$ cat src/design/octant_circle_raster_core_macros.svh
// Assertion macros shared by the octant circle rasterizer RTL.
`ifndef OCTANT_CIRCLE_RASTER_CORE_MACROS_SVH
`define OCTANT_CIRCLE_RASTER_CORE_MACROS_SVH

// Same-cycle implication, sampled on aclk, off while reset is held.
`define OCR_ASSERT_NOW(label, pre, post) \
    label: assert property (@(posedge aclk) disable iff (!aresetn) (pre) |-> (post)) \
        else $error("octant circle raster check failed");

// Next-cycle implication, sampled on aclk, off while reset is held.
`define OCR_ASSERT_NEXT(label, pre, post) \
    label: assert property (@(posedge aclk) disable iff (!aresetn) (pre) |=> (post)) \
        else $error("octant circle raster check failed");

`endif

$ cat src/design/octcr_pkg.sv
// Package: widths, constants, register indexes and the queued command type.
`timescale 1ns / 1ps
`default_nettype none

package octcr_pkg;

    // Field widths on the ports
    localparam int CENTER_W = 10;
    localparam int RADIUS_W = 6;
    localparam int COLOR_W  = 4;
    localparam int OUT_W    = 12;
    localparam int CANVAS_W = 11;
    localparam int MASK_W   = 8;

    // Internal widths, which hold radii up to 88; the 6-bit radius port allows at most 63
    localparam int RAD_W   = 7;
    localparam int LIM_W   = 6;
    localparam int TRACK_W = 12;

    // Parameter defaults
    localparam int MAX_RADIUS_DEF = 63;
    localparam int COORD_BITS_DEF = 10;

    // floor(r / sqrt 2) as r * 46341 >> 16
    localparam int                 SQRT_HALF_Q  = 16;
    localparam logic [SQRT_HALF_Q-1:0] SQRT_HALF_Q16 = 16'd46341;

    // Canvas bounds after reset
    localparam logic [CANVAS_W-1:0] CANVAS_RESET = 11'd800;

    // Configuration register indexes
    localparam int                 CFG_IDX_W         = 2;
    localparam logic [CFG_IDX_W-1:0] REG_CANVAS_WIDTH  = 2'd0;
    localparam logic [CFG_IDX_W-1:0] REG_CANVAS_HEIGHT = 2'd1;

    // Command queue depth
    localparam int CMD_DEPTH = 2;

    // One classified circle request
    typedef struct packed {
        logic [CENTER_W-1:0] center_col;
        logic [CENTER_W-1:0] center_row;
        logic [RAD_W-1:0]    radius;
        logic [COLOR_W-1:0]  color;
        logic [LIM_W-1:0]    limit;
    } cmd_t;

    // Queue status seen by the front end
    typedef struct packed {
        logic full;
        logic empty;
    } queue_stat_t;

endpackage

`default_nettype wire

$ cat src/design/octcr_front.sv
// Front end: accepts requests, drops zero radius, saturates, computes octant length.
`timescale 1ns / 1ps
`default_nettype none

module octcr_front #(
    parameter int MAX_RADIUS = octcr_pkg::MAX_RADIUS_DEF,
    parameter int COORD_BITS = octcr_pkg::COORD_BITS_DEF
) (
    input  wire logic                              s_valid,
    output logic                                   s_ready,
    input  wire logic [octcr_pkg::CENTER_W-1:0]    s_center_col,
    input  wire logic [octcr_pkg::CENTER_W-1:0]    s_center_row,
    input  wire logic [octcr_pkg::RADIUS_W-1:0]    s_radius,
    input  wire logic [octcr_pkg::COLOR_W-1:0]     s_color,
    input  wire octcr_pkg::queue_stat_t            q_stat,
    output logic                                   push,
    output octcr_pkg::cmd_t                        push_cmd
);

    localparam int RAD_W  = octcr_pkg::RAD_W;
    localparam int PROD_W = RAD_W + octcr_pkg::SQRT_HALF_Q;
    localparam logic [RAD_W-1:0] RAD_MAX = RAD_W'(MAX_RADIUS);
    localparam logic [octcr_pkg::CENTER_W-1:0] CMASK =
        octcr_pkg::CENTER_W'((1 << COORD_BITS) - 1);

    logic [RAD_W-1:0]  rad_ext;
    logic [RAD_W-1:0]  rad_sat;
    logic [PROD_W-1:0] prod;

    // Radius clamp and octant length
    assign rad_ext = {{(RAD_W - octcr_pkg::RADIUS_W){1'b0}}, s_radius};
    assign rad_sat = (rad_ext > RAD_MAX) ? RAD_MAX : rad_ext;
    assign prod    = PROD_W'(rad_sat) * PROD_W'(octcr_pkg::SQRT_HALF_Q16);

    // A word is taken whenever the queue has room; zero radius is dropped
    assign s_ready = !q_stat.full;
    assign push    = s_valid && s_ready && (rad_sat != '0);

    always_comb begin
        push_cmd.center_col = s_center_col & CMASK;
        push_cmd.center_row = s_center_row & CMASK;
        push_cmd.radius     = rad_sat;
        push_cmd.color      = s_color;
        push_cmd.limit      = prod[octcr_pkg::SQRT_HALF_Q +: octcr_pkg::LIM_W];
    end

endmodule

`default_nettype wire

$ cat src/design/octcr_fifo.sv
// Short command queue between the front end and the step engine.
`timescale 1ns / 1ps
`default_nettype none

module octcr_fifo #(
    parameter int DEPTH = octcr_pkg::CMD_DEPTH
) (
    input  wire logic                 aclk,
    input  wire logic                 aresetn,
    input  wire logic                 push,
    input  wire octcr_pkg::cmd_t      push_cmd,
    input  wire logic                 pop,
    output octcr_pkg::cmd_t           pop_cmd,
    output logic                      pop_valid,
    output octcr_pkg::queue_stat_t    q_stat
);

    localparam int PTR_W = (DEPTH > 1) ? $clog2(DEPTH) : 1;
    localparam int CNT_W = $clog2(DEPTH + 1);

    octcr_pkg::cmd_t  slot_reg [DEPTH];
    logic [PTR_W-1:0] wr_ptr_reg, wr_ptr_next;
    logic [PTR_W-1:0] rd_ptr_reg, rd_ptr_next;
    logic [CNT_W-1:0] count_reg, count_next;

    assign q_stat.full  = (count_reg == CNT_W'(DEPTH));
    assign q_stat.empty = (count_reg == '0);
    assign pop_valid    = !q_stat.empty;
    assign pop_cmd      = slot_reg[rd_ptr_reg];

    // Pointer and fill count update
    always_comb begin
        wr_ptr_next = wr_ptr_reg;
        rd_ptr_next = rd_ptr_reg;
        count_next  = count_reg;
        if (push) begin
            wr_ptr_next = (wr_ptr_reg == PTR_W'(DEPTH - 1)) ? '0 : wr_ptr_reg + 1'b1;
        end
        if (pop) begin
            rd_ptr_next = (rd_ptr_reg == PTR_W'(DEPTH - 1)) ? '0 : rd_ptr_reg + 1'b1;
        end
        if (push && !pop) begin
            count_next = count_reg + 1'b1;
        end else if (pop && !push) begin
            count_next = count_reg - 1'b1;
        end
    end

    always_ff @(posedge aclk) begin
        if (!aresetn) begin
            wr_ptr_reg <= '0;
            rd_ptr_reg <= '0;
            count_reg  <= '0;
        end else begin
            wr_ptr_reg <= wr_ptr_next;
            rd_ptr_reg <= rd_ptr_next;
            count_reg  <= count_next;
        end
    end

    // Storage
    always_ff @(posedge aclk) begin
        if (push) begin
            slot_reg[wr_ptr_reg] <= push_cmd;
        end
    end

endmodule

`default_nettype wire

$ cat src/design/octcr_walk.sv
// Step engine: walks one octant per command and registers one result word per step.
`timescale 1ns / 1ps
`default_nettype none

module octcr_walk (
    input  wire logic                                  aclk,
    input  wire logic                                  aresetn,
    input  wire logic                                  pop_valid,
    input  wire octcr_pkg::cmd_t                       pop_cmd,
    output logic                                       pop,
    input  wire logic [octcr_pkg::CANVAS_W-1:0]        canvas_width,
    input  wire logic [octcr_pkg::CANVAS_W-1:0]        canvas_height,
    output logic                                       m_valid,
    input  wire logic                                  m_ready,
    output logic signed [octcr_pkg::OUT_W-1:0]         m_col_plus_x,
    output logic signed [octcr_pkg::OUT_W-1:0]         m_col_minus_x,
    output logic signed [octcr_pkg::OUT_W-1:0]         m_col_plus_y,
    output logic signed [octcr_pkg::OUT_W-1:0]         m_col_minus_y,
    output logic signed [octcr_pkg::OUT_W-1:0]         m_row_plus_x,
    output logic signed [octcr_pkg::OUT_W-1:0]         m_row_minus_x,
    output logic signed [octcr_pkg::OUT_W-1:0]         m_row_plus_y,
    output logic signed [octcr_pkg::OUT_W-1:0]         m_row_minus_y,
    output logic [octcr_pkg::MASK_W-1:0]               m_visible_mask,
    output logic [octcr_pkg::COLOR_W-1:0]              m_pixel_color,
    output logic                                       m_last_step
);

    localparam int OUT_W    = octcr_pkg::OUT_W;
    localparam int RAD_W    = octcr_pkg::RAD_W;
    localparam int LIM_W    = octcr_pkg::LIM_W;
    localparam int TRACK_W  = octcr_pkg::TRACK_W;
    localparam int CENTER_W = octcr_pkg::CENTER_W;

    // Point inside (0, width) x (0, height)
    function automatic logic seen(
        input logic signed [OUT_W-1:0]              col,
        input logic signed [OUT_W-1:0]              row,
        input logic [octcr_pkg::CANVAS_W-1:0]       w,
        input logic [octcr_pkg::CANVAS_W-1:0]       h
    );
        logic signed [OUT_W-1:0] ws;
        logic signed [OUT_W-1:0] hs;
        ws = $signed({1'b0, w});
        hs = $signed({1'b0, h});
        return (col > 0) && (col < ws) && (row > 0) && (row < hs);
    endfunction

    // Walk state
    logic                        busy_reg, busy_next;
    logic [LIM_W-1:0]            x_reg, x_next;
    logic [LIM_W-1:0]            lim_reg, lim_next;
    logic [RAD_W-1:0]            y_reg, y_next;
    logic signed [TRACK_W-1:0]   diff_reg, diff_next;
    logic signed [TRACK_W-1:0]   odd_reg, odd_next;
    logic [CENTER_W-1:0]         col_reg, col_next;
    logic [CENTER_W-1:0]         row_reg, row_next;
    logic [octcr_pkg::COLOR_W-1:0] color_reg, color_next;
    logic                        m_valid_reg, m_valid_next;

    // Output word
    logic signed [OUT_W-1:0] cpx_reg, cmx_reg, cpy_reg, cmy_reg;
    logic signed [OUT_W-1:0] rpx_reg, rmx_reg, rpy_reg, rmy_reg;
    logic [octcr_pkg::MASK_W-1:0]  mask_reg;
    logic [octcr_pkg::COLOR_W-1:0] pcolor_reg;
    logic                          last_reg;

    logic                        advance;
    logic                        take;
    logic [RAD_W-1:0]            y_step;
    logic signed [TRACK_W-1:0]   odd_step;
    logic signed [TRACK_W-1:0]   diff_step;
    logic signed [TRACK_W-1:0]   x_track;
    logic signed [OUT_W-1:0]     cc, rr, xs, ys;
    logic signed [OUT_W-1:0]     cpx, cmx, cpy, cmy, rpx, rmx, rpy, rmy;
    logic [octcr_pkg::MASK_W-1:0] mask;

    assign pop     = !busy_reg && pop_valid;
    assign advance = busy_reg && (!m_valid_reg || m_ready);

    // One octant step: maybe drop y, then form the eight mirrored points
    always_comb begin
        take      = (diff_reg >= odd_reg);
        y_step    = take ? (y_reg - 1'b1) : y_reg;
        odd_step  = take ? (odd_reg - TRACK_W'(2)) : odd_reg;
        diff_step = take ? (diff_reg - odd_reg) : diff_reg;
        x_track   = $signed({{(TRACK_W - LIM_W){1'b0}}, x_reg});

        cc = $signed({{(OUT_W - CENTER_W){1'b0}}, col_reg});
        rr = $signed({{(OUT_W - CENTER_W){1'b0}}, row_reg});
        xs = $signed({{(OUT_W - LIM_W){1'b0}}, x_reg});
        ys = $signed({{(OUT_W - RAD_W){1'b0}}, y_step});

        cpx = cc + xs;
        cmx = cc - xs;
        cpy = cc + ys;
        cmy = cc - ys;
        rpx = rr + xs;
        rmx = rr - xs;
        rpy = rr + ys;
        rmy = rr - ys;

        mask[0] = seen(cpx, rpy, canvas_width, canvas_height);
        mask[1] = seen(cpx, rmy, canvas_width, canvas_height);
        mask[2] = seen(cmx, rpy, canvas_width, canvas_height);
        mask[3] = seen(cmx, rmy, canvas_width, canvas_height);
        mask[4] = seen(cpy, rpx, canvas_width, canvas_height);
        mask[5] = seen(cpy, rmx, canvas_width, canvas_height);
        mask[6] = seen(cmy, rpx, canvas_width, canvas_height);
        mask[7] = seen(cmy, rmx, canvas_width, canvas_height);
    end

    // Sequencer: load on pop, step while the output can take a word
    always_comb begin
        busy_next    = busy_reg;
        x_next       = x_reg;
        lim_next     = lim_reg;
        y_next       = y_reg;
        diff_next    = diff_reg;
        odd_next     = odd_reg;
        col_next     = col_reg;
        row_next     = row_reg;
        color_next   = color_reg;
        m_valid_next = m_valid_reg;

        if (m_valid_reg && m_ready) begin
            m_valid_next = 1'b0;
        end

        if (pop) begin
            busy_next  = 1'b1;
            x_next     = '0;
            lim_next   = pop_cmd.limit;
            y_next     = pop_cmd.radius;
            diff_next  = '0;
            odd_next   = $signed(TRACK_W'({pop_cmd.radius, 1'b0})) - TRACK_W'(1);
            col_next   = pop_cmd.center_col;
            row_next   = pop_cmd.center_row;
            color_next = pop_cmd.color;
        end else if (advance) begin
            m_valid_next = 1'b1;
            x_next       = x_reg + 1'b1;
            y_next       = y_step;
            odd_next     = odd_step;
            diff_next    = diff_step + (x_track <<< 1) - TRACK_W'(3);
            if (x_reg == lim_reg) begin
                busy_next = 1'b0;
            end
        end
    end

    // Control registers
    always_ff @(posedge aclk) begin
        if (!aresetn) begin
            busy_reg    <= 1'b0;
            m_valid_reg <= 1'b0;
        end else begin
            busy_reg    <= busy_next;
            m_valid_reg <= m_valid_next;
        end
    end

    // Working registers
    always_ff @(posedge aclk) begin
        x_reg     <= x_next;
        lim_reg   <= lim_next;
        y_reg     <= y_next;
        diff_reg  <= diff_next;
        odd_reg   <= odd_next;
        col_reg   <= col_next;
        row_reg   <= row_next;
        color_reg <= color_next;
    end

    // Output word register
    always_ff @(posedge aclk) begin
        if (advance) begin
            cpx_reg    <= cpx;
            cmx_reg    <= cmx;
            cpy_reg    <= cpy;
            cmy_reg    <= cmy;
            rpx_reg    <= rpx;
            rmx_reg    <= rmx;
            rpy_reg    <= rpy;
            rmy_reg    <= rmy;
            mask_reg   <= mask;
            pcolor_reg <= color_reg;
            last_reg   <= (x_reg == lim_reg);
        end
    end

    assign m_valid        = m_valid_reg;
    assign m_col_plus_x   = cpx_reg;
    assign m_col_minus_x  = cmx_reg;
    assign m_col_plus_y   = cpy_reg;
    assign m_col_minus_y  = cmy_reg;
    assign m_row_plus_x   = rpx_reg;
    assign m_row_minus_x  = rmx_reg;
    assign m_row_plus_y   = rpy_reg;
    assign m_row_minus_y  = rmy_reg;
    assign m_visible_mask = mask_reg;
    assign m_pixel_color  = pcolor_reg;
    assign m_last_step    = last_reg;

endmodule

`default_nettype wire

$ cat src/design/octant_circle_raster_core.sv
// Top level: octant circle rasterizer with config registers, queue and step engine.
`timescale 1ns / 1ps
`default_nettype none

`include "octant_circle_raster_core_macros.svh"

// Octant circle rasterizer. Each request (center, radius, color) yields L+1 result
// words, L = floor(radius * 0.7071), one per octant step, each carrying the eight
// mirrored points, a canvas visibility mask, the color and a last-step flag. A zero
// radius is dropped with no output. The step engine produces one word per cycle
// while the output is taken, and a request first needs a load step, which yields no
// word; that single engine sets the throughput. A two-word command queue lets the
// next requests be taken while a circle is being walked. The canvas registers reset
// to 800 and should be written only while idle.
module octant_circle_raster_core #(
    parameter int MAX_RADIUS = octcr_pkg::MAX_RADIUS_DEF,
    parameter int COORD_BITS = octcr_pkg::COORD_BITS_DEF
) (
    input  wire logic                                  aclk,
    input  wire logic                                  aresetn,
    // request channel
    input  wire logic                                  s_valid,
    output logic                                       s_ready,
    input  wire logic [octcr_pkg::CENTER_W-1:0]        s_center_col,
    input  wire logic [octcr_pkg::CENTER_W-1:0]        s_center_row,
    input  wire logic [octcr_pkg::RADIUS_W-1:0]        s_radius,
    input  wire logic [octcr_pkg::COLOR_W-1:0]         s_color,
    // result channel
    output logic                                       m_valid,
    input  wire logic                                  m_ready,
    output logic signed [octcr_pkg::OUT_W-1:0]         m_col_plus_x,
    output logic signed [octcr_pkg::OUT_W-1:0]         m_col_minus_x,
    output logic signed [octcr_pkg::OUT_W-1:0]         m_col_plus_y,
    output logic signed [octcr_pkg::OUT_W-1:0]         m_col_minus_y,
    output logic signed [octcr_pkg::OUT_W-1:0]         m_row_plus_x,
    output logic signed [octcr_pkg::OUT_W-1:0]         m_row_minus_x,
    output logic signed [octcr_pkg::OUT_W-1:0]         m_row_plus_y,
    output logic signed [octcr_pkg::OUT_W-1:0]         m_row_minus_y,
    output logic [octcr_pkg::MASK_W-1:0]               m_visible_mask,
    output logic [octcr_pkg::COLOR_W-1:0]              m_pixel_color,
    output logic                                       m_last_step,
    // configuration write channel
    input  wire logic                                  cfg_valid,
    output logic                                       cfg_ready,
    input  wire logic [octcr_pkg::CFG_IDX_W-1:0]       cfg_index,
    input  wire logic [octcr_pkg::CANVAS_W-1:0]        cfg_wdata
);

    logic [octcr_pkg::CANVAS_W-1:0] canvas_width_reg, canvas_width_next;
    logic [octcr_pkg::CANVAS_W-1:0] canvas_height_reg, canvas_height_next;

    octcr_pkg::queue_stat_t q_stat;
    octcr_pkg::cmd_t        push_cmd;
    octcr_pkg::cmd_t        pop_cmd;
    logic                   push;
    logic                   pop;
    logic                   pop_valid;

    // Configuration registers
    assign cfg_ready = 1'b1;

    always_comb begin
        canvas_width_next  = canvas_width_reg;
        canvas_height_next = canvas_height_reg;
        if (cfg_valid) begin
            case (cfg_index)
                octcr_pkg::REG_CANVAS_WIDTH:  canvas_width_next  = cfg_wdata;
                octcr_pkg::REG_CANVAS_HEIGHT: canvas_height_next = cfg_wdata;
                default: ;
            endcase
        end
    end

    always_ff @(posedge aclk) begin
        if (!aresetn) begin
            canvas_width_reg  <= octcr_pkg::CANVAS_RESET;
            canvas_height_reg <= octcr_pkg::CANVAS_RESET;
        end else begin
            canvas_width_reg  <= canvas_width_next;
            canvas_height_reg <= canvas_height_next;
        end
    end

    // Front end
    octcr_front #(
        .MAX_RADIUS (MAX_RADIUS),
        .COORD_BITS (COORD_BITS)
    ) u_front (
        .s_valid      (s_valid),
        .s_ready      (s_ready),
        .s_center_col (s_center_col),
        .s_center_row (s_center_row),
        .s_radius     (s_radius),
        .s_color      (s_color),
        .q_stat       (q_stat),
        .push         (push),
        .push_cmd     (push_cmd)
    );

    // Command queue
    octcr_fifo #(
        .DEPTH (octcr_pkg::CMD_DEPTH)
    ) u_fifo (
        .aclk      (aclk),
        .aresetn   (aresetn),
        .push      (push),
        .push_cmd  (push_cmd),
        .pop       (pop),
        .pop_cmd   (pop_cmd),
        .pop_valid (pop_valid),
        .q_stat    (q_stat)
    );

    // Step engine
    octcr_walk u_walk (
        .aclk           (aclk),
        .aresetn        (aresetn),
        .pop_valid      (pop_valid),
        .pop_cmd        (pop_cmd),
        .pop            (pop),
        .canvas_width   (canvas_width_reg),
        .canvas_height  (canvas_height_reg),
        .m_valid        (m_valid),
        .m_ready        (m_ready),
        .m_col_plus_x   (m_col_plus_x),
        .m_col_minus_x  (m_col_minus_x),
        .m_col_plus_y   (m_col_plus_y),
        .m_col_minus_y  (m_col_minus_y),
        .m_row_plus_x   (m_row_plus_x),
        .m_row_minus_x  (m_row_minus_x),
        .m_row_plus_y   (m_row_plus_y),
        .m_row_minus_y  (m_row_minus_y),
        .m_visible_mask (m_visible_mask),
        .m_pixel_color  (m_pixel_color),
        .m_last_step    (m_last_step)
    );

    // Checks
    `OCR_ASSERT_NOW(a_no_push_full, push, !q_stat.full)
    `OCR_ASSERT_NOW(a_mirror_sum, m_valid, (m_col_plus_x + m_col_minus_x) == (m_col_plus_y + m_col_minus_y))
    `OCR_ASSERT_NOW(a_zero_width_mask, m_valid && (canvas_width_reg == '0), m_visible_mask == '0)
    `OCR_ASSERT_NEXT(a_step_follows, m_valid && m_ready && !m_last_step, m_valid)

endmodule

`default_nettype wire
$ cat config.mk
export PLATFORM = sky130hd
export DESIGN_NAME = octant_circle_raster_core
export DESIGN_NICKNAME = d
export VERILOG_FILES = /design/src/design/octcr_pkg.sv /design/src/design/octcr_front.sv /design/src/design/octcr_fifo.sv /design/src/design/octcr_walk.sv /design/src/design/octant_circle_raster_core.sv
export VERILOG_INCLUDE_DIRS = /design/src /design/src/design
export SDC_FILE = /design/constraint.sdc
export NUM_CORES = 1
export LEC_CHECK = 0
export ABC_AREA = 1
export ABC_CLOCK_PERIOD_IN_PS = 6400
export BUFFER_PORTS_ARGS = -buffer_cell sky130_fd_sc_hd__clkbuf_2
export CORE_MARGIN = 2
export CORE_UTILIZATION = 44
export CTS_BUF_LIST = sky130_fd_sc_hd__clkbuf_4 sky130_fd_sc_hd__clkbuf_8
export DETAILED_ROUTE_END_ITERATION = 6
export MAX_ROUTING_LAYER = met4
export PLACE_DENSITY = 0.64
export SLEW_MARGIN = 20
export SYNTH_ARGS = -nofsm -noshare
export SYNTH_HDL_FRONTEND = slang
export SYNTH_SLANG_ARGS = --single-unit
export TNS_END_PERCENT = 50
$ cat constraint.sdc
create_clock -name aclk -period 6.4 [get_ports aclk]
set_input_delay 1.28 -clock aclk [delete_from_list [all_inputs] [get_ports aclk]]
set_output_delay 1.28 -clock aclk [all_outputs]
set_load 0.02 [all_outputs]
# [Yosys cells after proc, flatten, opt, wreduce, memory -nomap -nowiden]
# Memories as Yosys holds them, arrays and structs flattened. A register that Yosys moved wholly into a read port is not among the register bits.
# Index checks and enable logic that the tools add are counted.
[op_classes] addsub=19 multipliers=1 n_div=0 n_lt_le_gt_ge=18 eq_ne=3 shifts=0 muxes=22 n_bitwise=0 n_reduce_logical=45
[op_table] operator="12-bit by 1-bit greater-than comparator with 1-bit output, second input constant" count=4
[op_table] operator="11-bit by 12-bit < comparator with 1-bit output" count=4
[op_table] operator="12-bit < comparator" count=4
[op_table] operator="12-bit two-way mux" count=4
[op_table] operator="11-bit by 1-bit greater-than comparator with 1-bit output, second input constant" count=4
[op_table] operator="1-bit logical AND" count=27
[op_table] operator="12-bit by 3-bit subtractor with 12-bit output, second input constant" count=2
[op_table] operator="10-bit by 6-bit adder with 11-bit output" count=2
[op_table] operator="10-bit by 7-bit adder with 11-bit output" count=2
[op_table] operator="7-bit by 16-bit multiplier with 22-bit output, second input constant" count=1
[op_table] operator="10-bit by 6-bit subtractor with 11-bit output" count=2
[op_table] operator="10-bit by 7-bit subtractor with 11-bit output" count=2
[op_table] operator="7-bit two-way mux" count=3
[op_table] operator="12-bit by 8-bit adder with 12-bit output" count=1
[op_table] operator="12-bit greater-or-equal comparator" count=1
[op_table] operator="1-bit two-way mux" count=12
[op_table] operator="12-bit subtractor" count=1
[op_table] operator="8-bit by 1-bit subtractor with 9-bit output, second input constant" count=1
[op_table] operator="2-bit AND reduction" count=4
[op_table] operator="2-bit nonzero test" count=4
[op_table] operator="7-bit nonzero test" count=1
[op_table] operator="7-bit by 1-bit subtractor with 7-bit output, second input constant" count=1
[op_table] operator="6-bit by 1-bit adder with 6-bit output, second input constant" count=1
[op_table] operator="6-bit equality test" count=1
[op_table] operator="11 further kinds" count=19
[totals] regBits=200 latch_bits=0 ramBits=72 rom_bits=0 output_inout_bits=112 wordCells=135 memories=1
[memory_table] memory="u_fifo.slot_reg" words=2 width=36 read_ports=1 rd_ports_with_merged_regs=1 write_ports=1 line="octcr_fifo.sv:21" text="octcr_pkg::cmd_t slot_reg [DEPTH];"

# [Depth between registers and ports, before layout]
# Gate-level depths: netlist (run 1).
[logic_depth] ltp_word=8 depth_mapped=35 mapped_depth_nobuf=34

# [Hierarchy]
# A second synthesis (run 1) with hierarchy kept.
[unflattened] hier_cells=1842 hier_area_um2=17347.9
[by_module_without_submodules] mod="octcr_walk" instances=1 cells_each=1345 area_each_um2=11970.2
[by_module_without_submodules] mod="octcr_fifo" instances=1 cells_each=151 area_each_um2=3054.2
[by_module_without_submodules] mod="octcr_front" instances=1 cells_each=212 area_each_um2=1381.3
[by_module_without_submodules] mod="octant_circle_raster_core" instances=1 cells_each=134 area_each_um2=942.2

# [Least setup slack after synthesis (run 1)]
# No wires, ideal clock.
[synth_timing] kind="input -> register" from="input port m_ready" to="register u_walk.diff_reg[3]" setup_time_ns=0.110 t_arrival_ns=4.826 required_time_ns=6.290 slack_ns=1.464 cell_stages=7 cell_sequence="inv_1 nand2_1 nand2_1 inv_1 clkbuf_1 o21ai_0 a21oi_1"
[synth_via] elab_chain_cells=2
[synth_rtl] element="start, declared" line="octant_circle_raster_core.sv:30" text="input wire logic m_ready,"
[synth_rtl] element="1-bit logical OR" line="octcr_walk.sv:78" text="assign advance = busy_reg && (!m_valid_reg || m_ready);"
[synth_rtl] element="1-bit logical AND" line="octcr_walk.sv:78"
[synth_rtl] element="net u_walk.advance" line="octcr_walk.sv:67" text="logic advance;"
[synth_rtl] element="end signal, assigned" line="octcr_walk.sv:167" text="diff_reg <= diff_next;"
[synth_rtl] element="end, declared" line="octcr_walk.sv:53" text="logic signed [TRACK_W-1:0] diff_reg, diff_next;"
# The timed path passes the listed nets, and every way through them passes these cells.
# A chain may end at the register's enable or synchronous reset.

# [Worst setup path after layout (run 1)]
[layout_timing] from="register u_walk.odd_reg[3]" to="register u_walk.mask_reg (netlist bit u_walk.m_visible_mask[4]), data pin"
[layout_via] elab_chain_cells=7 elab_cells_between_ends=8 classes_between="1 x add/sub; 3 x order compare; 1 x mux; 3 x reduce/logical"
[layout_rtl] element="start, declared" line="octcr_walk.sv:54" text="logic signed [TRACK_W-1:0] odd_reg, odd_next;"
[layout_rtl] element="start signal, assigned" line="octcr_walk.sv:168" text="odd_reg <= odd_next;"
[layout_rtl] element="12-bit greater-or-equal comparator *" line="octcr_walk.sv:82" text="take = (diff_reg >= odd_reg);"
[layout_rtl] element="7-bit two-way mux *" line="octcr_walk.sv:83" text="y_step = take ? (y_reg - 1'b1) : y_reg;"
[layout_rtl] element="10-bit by 7-bit adder with 11-bit output *" line="octcr_walk.sv:95" text="cpy = cc + ys;"
[layout_rtl] element="net u_walk.cpy[6]" line="octcr_walk.sv:74" text="logic signed [OUT_W-1:0] cpx, cmx, cpy, cmy, rpx, rmx, rpy, rmy;"
[layout_rtl] element="12-bit by 1-bit greater-than comparator with 1-bit output / 12-bit < comparator (equally long branches)" line="octcr_walk.sv:45" text="return (col > 0) && (col < ws) && (row > 0) && (row < hs);"
[layout_rtl] element="1-bit logical AND * (3 in series)" line="octcr_walk.sv:45"
[layout_rtl] element="net u_walk.mask (one bit)" line="octcr_walk.sv:75" text="logic [octcr_pkg::MASK_W-1:0] mask;"
[layout_rtl] element="end signal, assigned" line="octcr_walk.sv:185" text="mask_reg <= mask;"
[layout_rtl] element="end, declared" line="octcr_walk.sv:63" text="logic [octcr_pkg::MASK_W-1:0] mask_reg;"
# The timed path passes the listed nets; every way through them passes the cells marked *.

==> run_results.csv, run 1 <==
group,metric,value,unit
status,status,"finished clean",
critical_path,cp-end-kind,"flip-flop",
critical_path,cp.depth,26,
clock_tree,cts_resized,0,
global_route,grt_overflow,0,
yosys,ys_ff_latch,265,
yosys,synth_top_family_by_area,"adder cells",
drt,wirelength,40.9,mm
critical_path,r2r_slack,1.13,ns
timing,finalMaxSlewViolations,0,
drt,viasPerCell,5.10,
timing,skew,0.0157,ns
timing,relSlewSlack,31.0,%
final_layout,largest_reg_flops,72,
yosys,netlist_instances,1743,
drt,wl_per_cell,16.7,microns
critical_path,crit_path_start,"u_walk.odd_reg[3]$_DFFE_PP_",
yosys,syn_avg_cell_area,9.55,sq um
floorplanning,ios,160,
clock_tree,path_clk_slew,0.07,ns
yosys,yosys-top-cells-area,"edfxtp_1 (39%), ha_1 (15%), nand2_1 (6.3%)",
hold_path,min_path_type,"flip-flop to flip-flop",
clock_tree,htreeDepth,2,
critical_path,cp.arrival,5.62,ns
clock_tree,cts_buffer_depth,3,
drt,drtIter0Drc,750,
critical_path,slowest_stage,"ha_1",
final_layout,layout_common_cells,"nand2_1 (280), inv_1 (256), edfxtp_1 (218)",
clock_tree,cts_hold_buffers,0,
yosys,synth_xor_area_share,4.18,%
final_layout,drive_gt1_share,15.5,%
yosys,synthesis.area,16600,sq um
critical_path,start_kind,"flip-flop",
yosys,muxShareOfSynthArea,2.33,%
drt,drc_errors,0,
timing,max_freq,190,MHz
critical_path,critical_path.max_stage_delay,0.46,ns
yosys,synth_simple_gate_area_share,14.7,%
critical_path,rr_worst_depth,26,
yosys,yosysWarnings,0,
yosys,synth_edf_count,218,
placed_design,hpwl,31.9,mm
global_route,grt_pass1_wl,64.9,mm
timing,period_share,82.4,%
final_layout,synthToLayoutAreaGrowth,13.0,%
timing,finalSetupViolCount,0,
yosys,ys_seq_area_share,45.0,%
final_layout,nets,2164,
drt,vias,12500,
timing,setup_tns,0,ns
drt,antenna_left,0,
yosys,synth_top_area_share,39.3,%
critical_path,cp_max_fo,28,
critical_path,reg2reg_from,"u_walk.odd_reg[3]$_DFFE_PP_",
clock_tree,ctsRootBufferMaster,"clkbuf_8",
floorplanning,start_util,44.4,%
timing,worst_pin_slew,1.03,ns
clock_tree,cts_buffers,44,
critical_path,crit_type,"flip-flop to flip-flop",
final_layout,diodes,0,
clock_tree,tritoncts,"done",
floorplanning,core_area,37500,sq um
yosys,synth_top_area_cell,"edfxtp_1",
timing,grt_setup_unrepaired,"no",
flow_run,drv_cap,0,
clock_tree,clock_latency,0.60,ns
placed_design,globalplace.congestion,0.922,
placed_design,port_buffers,154,
floorplanning,die_w,198,microns
yosys,synthAdderAreaFrac,17.0,%
critical_path,r2r_end,"u_walk.m_visible_mask[4]$_DFFE_PP_",
final_layout,design_area,18800,sq um
critical_path,crit_required,6.75,ns
critical_path,setup.worst_path.end,"u_walk.m_visible_mask[4]$_DFFE_PP_",
global_route,grt_usage,21.8,%
yosys,postSynth.asyncResetShare,0,%
global_route,grt_pass1_vias,12200,
critical_path,path_delay_family,"simple AND/OR/NAND/NOR gates",
global_route,grt_antenna_before_repair,0,
yosys,synth_compound_area_share,9.10,%
critical_path,crit_buf_inv,4,
timing,hold_viol,0,
global_route,grt_max_degree,53,
yosys,ys.flop_type,"edfxtp_1",
timing,hold_slack,0.419,ns
critical_path,crit_path_frequent_cell,"nand2_1",
final_layout,layout_commonest_cell,"nand2_1",
placed_design,postPlaceCellArea,17900,sq um
floorplanning,num_rows,71,
timing,fin_crit,5.27,ns
yosys,ys_types,57,
clock_tree,post_cts_buffers,0,
floorplanning,die_h,198,microns
clock_tree,cts_num_sinks,265,
floorplanning,die-area,39400,sq um
drt,firstDrtPassIters,7,
[layer usage]
metal  track usage [%]  vias to the layer above  wire [microns]
met5                 -                        -               0
met4              7.55                        0            1280
met3              3.81                       69            1980
met2              35.6                      345           19200
met1              27.5                     5826           18500
li1                  -                     6248               -
[worst min path at each step]
stage / depth (start not counted) / slack [ns] / from / end
after floorplan: 0 / 0.40 / u_walk.color_reg[0]$_DFFE_PP_ / u_walk.m_pixel_color[0]$_DFFE_PP_
after global placement: 0 / 0.40 / u_walk.color_reg[1]$_DFFE_PP_ / u_walk.m_pixel_color[1]$_DFFE_PP_
after detailed placement: 0 / 0.41 / u_walk.color_reg[2]$_DFFE_PP_ / u_walk.m_pixel_color[2]$_DFFE_PP_
after CTS: 0 / 0.43 / u_walk.color_reg[2]$_DFFE_PP_ / u_walk.m_pixel_color[2]$_DFFE_PP_
after global routing: 0 / 0.43 / u_walk.color_reg[3]$_DFFE_PP_ / u_walk.m_pixel_color[3]$_DFFE_PP_
final: 0 / 0.42 / u_walk.color_reg[2]$_DFFE_PP_ / u_walk.m_pixel_color[2]$_DFFE_PP_
[through the flow]
stage               setup WS [ns]  utilization (%)  std cells
global route                0.689             50.2       2447
global placement             1.27             47.6       2364
CTS                          1.13             50.2       2447
detailed placement           1.18             47.7       2365
floorplan                    1.46                -       1746
finish                       1.13             50.2       2447
[cell usage after synthesis, types with 2 or more instances]
master    number
o21bai_1       9
nor4_1         6
xor2_2         3
a22o_1         2
dfxtp_1       47
o21ai_0       85
buf_2          9
nor3b_1        2
inv_2          3
a21boi_0       2
nand4_1       33
mux2_2        30
xnor2_1       14
nand3_1       85
inv_1        257
nor2_1        99
nand3_4        2
fa_1          17
buf_4         15
a31oi_1        8
buf_6          2
mux2i_1        5
o21ai_2        2
a21oi_1      118
nand2_1      280
o21ai_1       13
nand2_2        6
ha_1         199
nand3b_1       4
clkbuf_1      26
o211ai_1      11
conb_1         2
nor2_2         2
a211oi_1       3
a21o_1         8
xor2_1        58
or2_2          7
edfxtp_1     218
nor3_1        33
[layout make-up]
class / count / area (sq um)
fill: 3572 / 18700
clock buffer: 63 / 779
inverter: 262 / 988
sequential: 265 / 7490
timing repair buffer: 161 / 836
tap: 511 / 639
multi-input combinational: 1166 / 7920
clock inverter: 19 / 150
[kinds of logic after synthesis]
group | after synthesis
other | 2
adder cells (fa/ha/maj) | 216
XOR/XNOR | 76
multiplexers | 35
buffers and inverters | 315
flip-flops | 265
AO/OA/AOI/OAI | 273
AND/OR/NAND/NOR | 561
Power of run 1 is not shown: default switching activity piles up to over one toggle a cycle in this logic, so the estimate is an artifact.
==> inputs of run 2 (changes only) <==
- ABC_CLOCK_PERIOD_IN_PS: 6400 -> 5400
- clock period: 6.4 -> 5.4 ns (I/O delays scaled with it)
==> run_results.csv, run 2 (synthesis gave the netlist of run 1 again) <==
group,metric,value,unit
timing,max_freq,202,MHz
timing,grt_setup_unrepaired,"no",
hold_path,min_path_type,"flip-flop to flip-flop",
global_route,grt_antenna_before_repair,1,
clock_tree,clock_latency,0.59,ns
floorplanning,start_util,44.4,%
final_layout,largest_reg_flops,72,
critical_path,rr_worst_depth,27,
drt,wirelength,40.6,mm
final_layout,fillers,3506,
final_layout,drive_gt1_share,15.3,%
hold_path,hold_path.startpoint,"u_walk.color_reg[0]$_DFFE_PP_",
critical_path,cp-end-kind,"flip-flop",
critical_path,crit_required,5.74,ns
drt,vias,12400,
clock_tree,tritoncts,"done",
timing,finalSetupViolCount,0,
clock_tree,cts_buffers,44,
final_layout,synthToLayoutAreaGrowth,12.8,%
final_layout,layout_commonest_cell,"nand2_1",
drt,antenna_left,0,
timing,worst_pin_slew,1.01,ns
placed_design,hpwl,31.7,mm
timing,setup_tns,0,ns
final_layout,register_area,7490,sq um
floorplanning,die_w,198,microns
critical_path,r2r_end,"u_walk.m_visible_mask[1]$_DFFE_PP_",
placed_design,port_buffers,154,
global_route,grt_pass1_vias,12200,
final_layout,multi_input_area,7920,sq um
drt,viasPerCell,5.08,
floorplanning,core_area,37500,sq um
critical_path,r2r_slack,0.46,ns
clock_tree,ctsRootBufferMaster,"clkbuf_8",
timing,period_share,91.6,%
drt,wl_per_cell,16.6,microns
final_layout,layout_common_cells,"nand2_1 (280), inv_1 (256), edfxtp_1 (218)",
clock_tree,path_clk_slew,0.06,ns
global_route,grt_pass1_wl,64.2,mm
timing,fin_crit,4.94,ns
floorplanning,die-area,39400,sq um
timing,hold_slack,0.404,ns
critical_path,cp_max_fo,11,
critical_path,start_kind,"flip-flop",
timing,hold_viol,0,
global_route,grt_usage,21.5,%
drt,drc_errors,0,
global_route,grt_overflow,0,
critical_path,cp.arrival,5.28,ns
final_layout,nets,2163,
clock_tree,cts_num_sinks,265,
clock_tree,cts_buffer_depth,3,
timing,skew,0.0236,ns
critical_path,reg2reg_from,"u_walk.diff_reg[0]$_SDFFE_PP0P_",
flow_run,drv_cap,0,
final_layout,diodes,0,
status,status,"finished clean",
drt,drtIter0Drc,626,
floorplanning,num_rows,71,
timing,finalMaxSlewViolations,0,
hold_path,min_to,"u_walk.m_pixel_color[0]$_DFFE_PP_",
floorplanning,die_h,198,microns
floorplanning,ios,160,
hold_path,hold_path_depth,0,
global_route,grt_max_degree,59,
clock_tree,htreeDepth,2,
timing,relSlewSlack,32.6,%
critical_path,crit_type,"flip-flop to flip-flop",
drt,firstDrtPassIters,5,
placed_design,globalplace.congestion,0.907,
==> run 2: changes by cell type in the layout (fill, tap and decap cells not counted), sizes merged <==
cell / previous run / this run
clkinv: 14 / 15
clkinvlp: 2 / 3
clkbuf: 217 / 215
buf: 7 / 6
inv: 263 / 262
==> run 2: what timing repair did <==
action                     4_1_cts  5_1_grt
hold buffers                     0        0
setup endpoints to repair        0        2
resized for setup                0        1
setup buffers                    0        0
==> run 2: how the worst max path moves through the flow <==
stage	from	endpoint	slack (ns)	cells after the start
final	u_walk.diff_reg[0]$_SDFFE_PP0P_	u_walk.m_visible_mask[1]$_DFFE_PP_	0.46	27
after global routing	u_walk.odd_reg[3]$_DFFE_PP_	u_walk.m_visible_mask[6]$_DFFE_PP_	0.002	29
after detailed placement	u_walk.odd_reg[3]$_DFFE_PP_	u_walk.m_visible_mask[4]$_DFFE_PP_	0.43	26
after global placement	u_walk.diff_reg[0]$_SDFFE_PP0P_	u_walk.m_visible_mask[4]$_DFFE_PP_	0.49	24
after floorplan	m_ready	u_walk.diff_reg[3]$_SDFFE_PP0P_	0.66	7
after CTS	u_walk.diff_reg[0]$_SDFFE_PP0P_	u_walk.m_visible_mask[4]$_DFFE_PP_	0.39	24
==> run 2: per-stage QoR <==
step           setup WS [ns]  utilization (%)  instances  instance area [sq um]
6_report               0.456             50.1       2445                  18800
3_3_place_gp           0.494             47.7       2364                  17900
5_1_grt              0.00154             50.1       2445                  18800
3_5_place_dp           0.427             47.7       2364                  17900
4_1_cts                0.393             50.1       2445                  18800
2_1_floorplan          0.664                -       1746                  16600
==> run 2: cell type report <==
class                           instances  share of cell area (%)
Multi-Input combinational cell       1166                    42.2
Timing Repair Buffer                  160                    4.41
Clock buffer                           61                    4.01
Inverter                              262                    5.27
Tap cell                              511                    3.41
Clock inverter                         20                   0.793
Sequential cell                       265                    39.9
==> run 2: critical path, cell delays in order (launching register included) <==
cell	delay (ns)
dfxtp_1	0.43
inv_1	0.11
fa_1	0.49
o21ai_2	0.22
nand2_1	0.09
nand4_1	0.17
nand3_4	0.23
o21ai_1	0.44
inv_1	0.29
fa_1	0.49
o21ai_0	0.16
nand2_1	0.09
nand2_1	0.09
nand2_1	0.07
nand2_1	0.06
nand2_1	0.06
nand2_1	0.06
nand2_1	0.04
nand2_1	0.07
inv_1	0.08
ha_1	0.29
nand2_1	0.06
nor2_1	0.11
nand4_1	0.12
a21oi_1	0.17
nor2_1	0.06
nand2_1	0.08
nor2_1	0.05
==> run 2: routing by layer <==
metal / wire [microns] / vias to the layer above / track usage [%]
met5: 0 / - / -
met4: 1130 / 0 / 6.88
met3: 2130 / 63 / 3.56
met2: 18900 / 312 / 35.2
met1: 18400 / 5810 / 27.4
li1: - / 6240 / -
Power of run 2 is left out for the same reason.
==> inputs of run 3 (changes only) <==
- PLACE_DENSITY: 0.64 -> 0.62
==> run_results.csv, run 3 (synthesis gave the netlist of run 1 again) <==
group,metric,value,unit
clock_tree,htreeDepth,2,
timing,worst_pin_slew,1.04,ns
clock_tree,cts_hold_buffers,0,
final_layout,multi_input_area,7920,sq um
critical_path,crit_type,"flip-flop to flip-flop",
final_layout,largest_reg_flops,72,
critical_path,path_delay_family,"adder cells",
drt,viasPerCell,5.06,
clock_tree,ctsRootBufferMaster,"clkbuf_8",
timing,setup_tns,0,ns
placed_design,hpwl,32.1,mm
final_layout,layout_common_cells,"nand2_1 (280), inv_1 (256), edfxtp_1 (218)",
timing,hold_viol,0,
critical_path,path_cells,"inv_1 > fa_1 > o21ai_2 > nand2_1 > nand4_1 > nand3_4 > nand2_2 > inv_2 > nand2_2 > xor2_2 > inv_1 > ha_1 > nand2_1 > o21ai_0 > a21oi_1 > o21bai_1 > xor2_1 > inv_1 > ha_1 > nand3_1 > a21oi_1 > nor3_1 > nand2_1 > nor2_1",
drt,drc_errors,0,
clock_tree,clock_latency,0.64,ns
final_layout,layout_commonest_cell,"nand2_1",
critical_path,critical_path.max_stage_delay,0.48,ns
floorplanning,num_rows,71,
status,status,"finished clean",
placed_design,port_buffers,154,
final_layout,nets,2168,
global_route,grt_pass1_vias,12300,
critical_path,crit_required,5.78,ns
clock_tree,cts_buffers,45,
clock_tree,cts_buffer_depth,3,
critical_path,cp.arrival,5.25,ns
critical_path,slowest_stage,"fa_1",
global_route,grt_usage,22.0,%
final_layout,stdcell_count,2449,
final_layout,synthToLayoutAreaGrowth,13.1,%
timing,relSlewSlack,30.3,%
placed_design,dp_cells,2368,
global_route,grt_max_degree,64,
critical_path,cp_max_fo,13,
clock_tree,cts_num_sinks,265,
global_route,grt_antenna_before_repair,0,
timing,fin_crit,4.87,ns
global_route,grt_pass1_wl,65.2,mm
timing,finalMaxSlewViolations,0,
timing,period_share,90.3,%
clock_tree,cts_resized,0,
floorplanning,start_util,44.4,%
drt,vias,12400,
final_layout,fillers,3542,
final_layout,design_area,18800,sq um
timing,grt_setup_unrepaired,"no",
timing,timing.final.ws_setup,0.526,ns
drt,antenna_left,0,
placed_design,dp_worst_setup_slack,0.567,ns
floorplanning,ios,160,
hold_path,min_path_type,"flip-flop to flip-flop",
critical_path,start_kind,"flip-flop",
timing,max_freq,205,MHz
clock_tree,post_cts_buffers,0,
drt,wirelength,41.1,mm
placed_design,globalplace.congestion,0.936,
floorplanning,die-area,39400,sq um
clock_tree,path_clk_slew,0.06,ns
final_layout,diodes,0,
critical_path,crit_buf_inv,4,
global_route,grt_overflow,0,
timing,finalSetupViolCount,0,
drt,drtIter0Drc,688,
placed_design,postPlaceCellArea,17900,sq um
flow_run,drv_cap,0,
drt,wl_per_cell,16.8,microns
final_layout,drive_gt1_share,15.7,%
clock_tree,tritoncts,"done",
critical_path,cp-end-kind,"flip-flop",
final_layout,register_area,7490,sq um
timing,skew,0.0217,ns
floorplanning,core_area,37500,sq um
floorplanning,die_h,198,microns
drt,firstDrtPassIters,5,
floorplanning,die_w,198,microns
## run 3: changes by cell type in the layout (fill, tap and decap cells not counted), sizes merged
| cell | before | now |
|---|---|---|
| clkbuf | 215 | 217 |
| clkinv | 15 | 16 |
| inv | 262 | 263 |
| buf | 6 | 10 |
| clkinvlp | 3 | 0 |
| bufinv | 2 | 1 |
## run 3: layout make-up
| class | instances | share of cell area (%) |
|---|---|---|
| Multi-Input combinational cell | 1166 | 42.1 |
| Sequential cell | 265 | 39.8 |
| Inverter | 262 | 5.25 |
| Timing Repair Buffer | 164 | 4.50 |
| Clock buffer | 63 | 4.14 |
| Tap cell | 511 | 3.40 |
| Clock inverter | 18 | 0.772 |
## run 3: metal layers
metal,global-route usage (%),part of all wire [%]
met3,3.22,4.6
met5,-,0
met1,28.0,45
met4,8.21,3.1
met2,35.8,47
## run 3: worst paths after layout
| path | slack [ns] | endpoint | cells after the start | start |
|---|---|---|---|---|
| worst max-delay path | 0.53 | u_walk.m_visible_mask[5]$_DFFE_PP_ | 24 | u_walk.diff_reg[0]$_SDFFE_PP0P_ |
| worst max register to register | 0.53 | u_walk.m_visible_mask[5]$_DFFE_PP_ | 24 | u_walk.diff_reg[0]$_SDFFE_PP0P_ |
| worst min register to register | 0.42 | u_walk.m_pixel_color[1]$_DFFE_PP_ | 0 | u_walk.color_reg[1]$_DFFE_PP_ |
| worst min-delay path | 0.42 | u_walk.m_pixel_color[1]$_DFFE_PP_ | 0 | u_walk.color_reg[1]$_DFFE_PP_ |
## run 3: metrics by stage
step / util, % / hold WS, ns
floorplan: - / 0.400
global placement: 47.7 / 0.405
detailed placement: 47.7 / 0.413
CTS: 50.2 / 0.427
global route: 50.2 / 0.429
finish: 50.2 / 0.422
Power of run 3 is left out for the same reason.
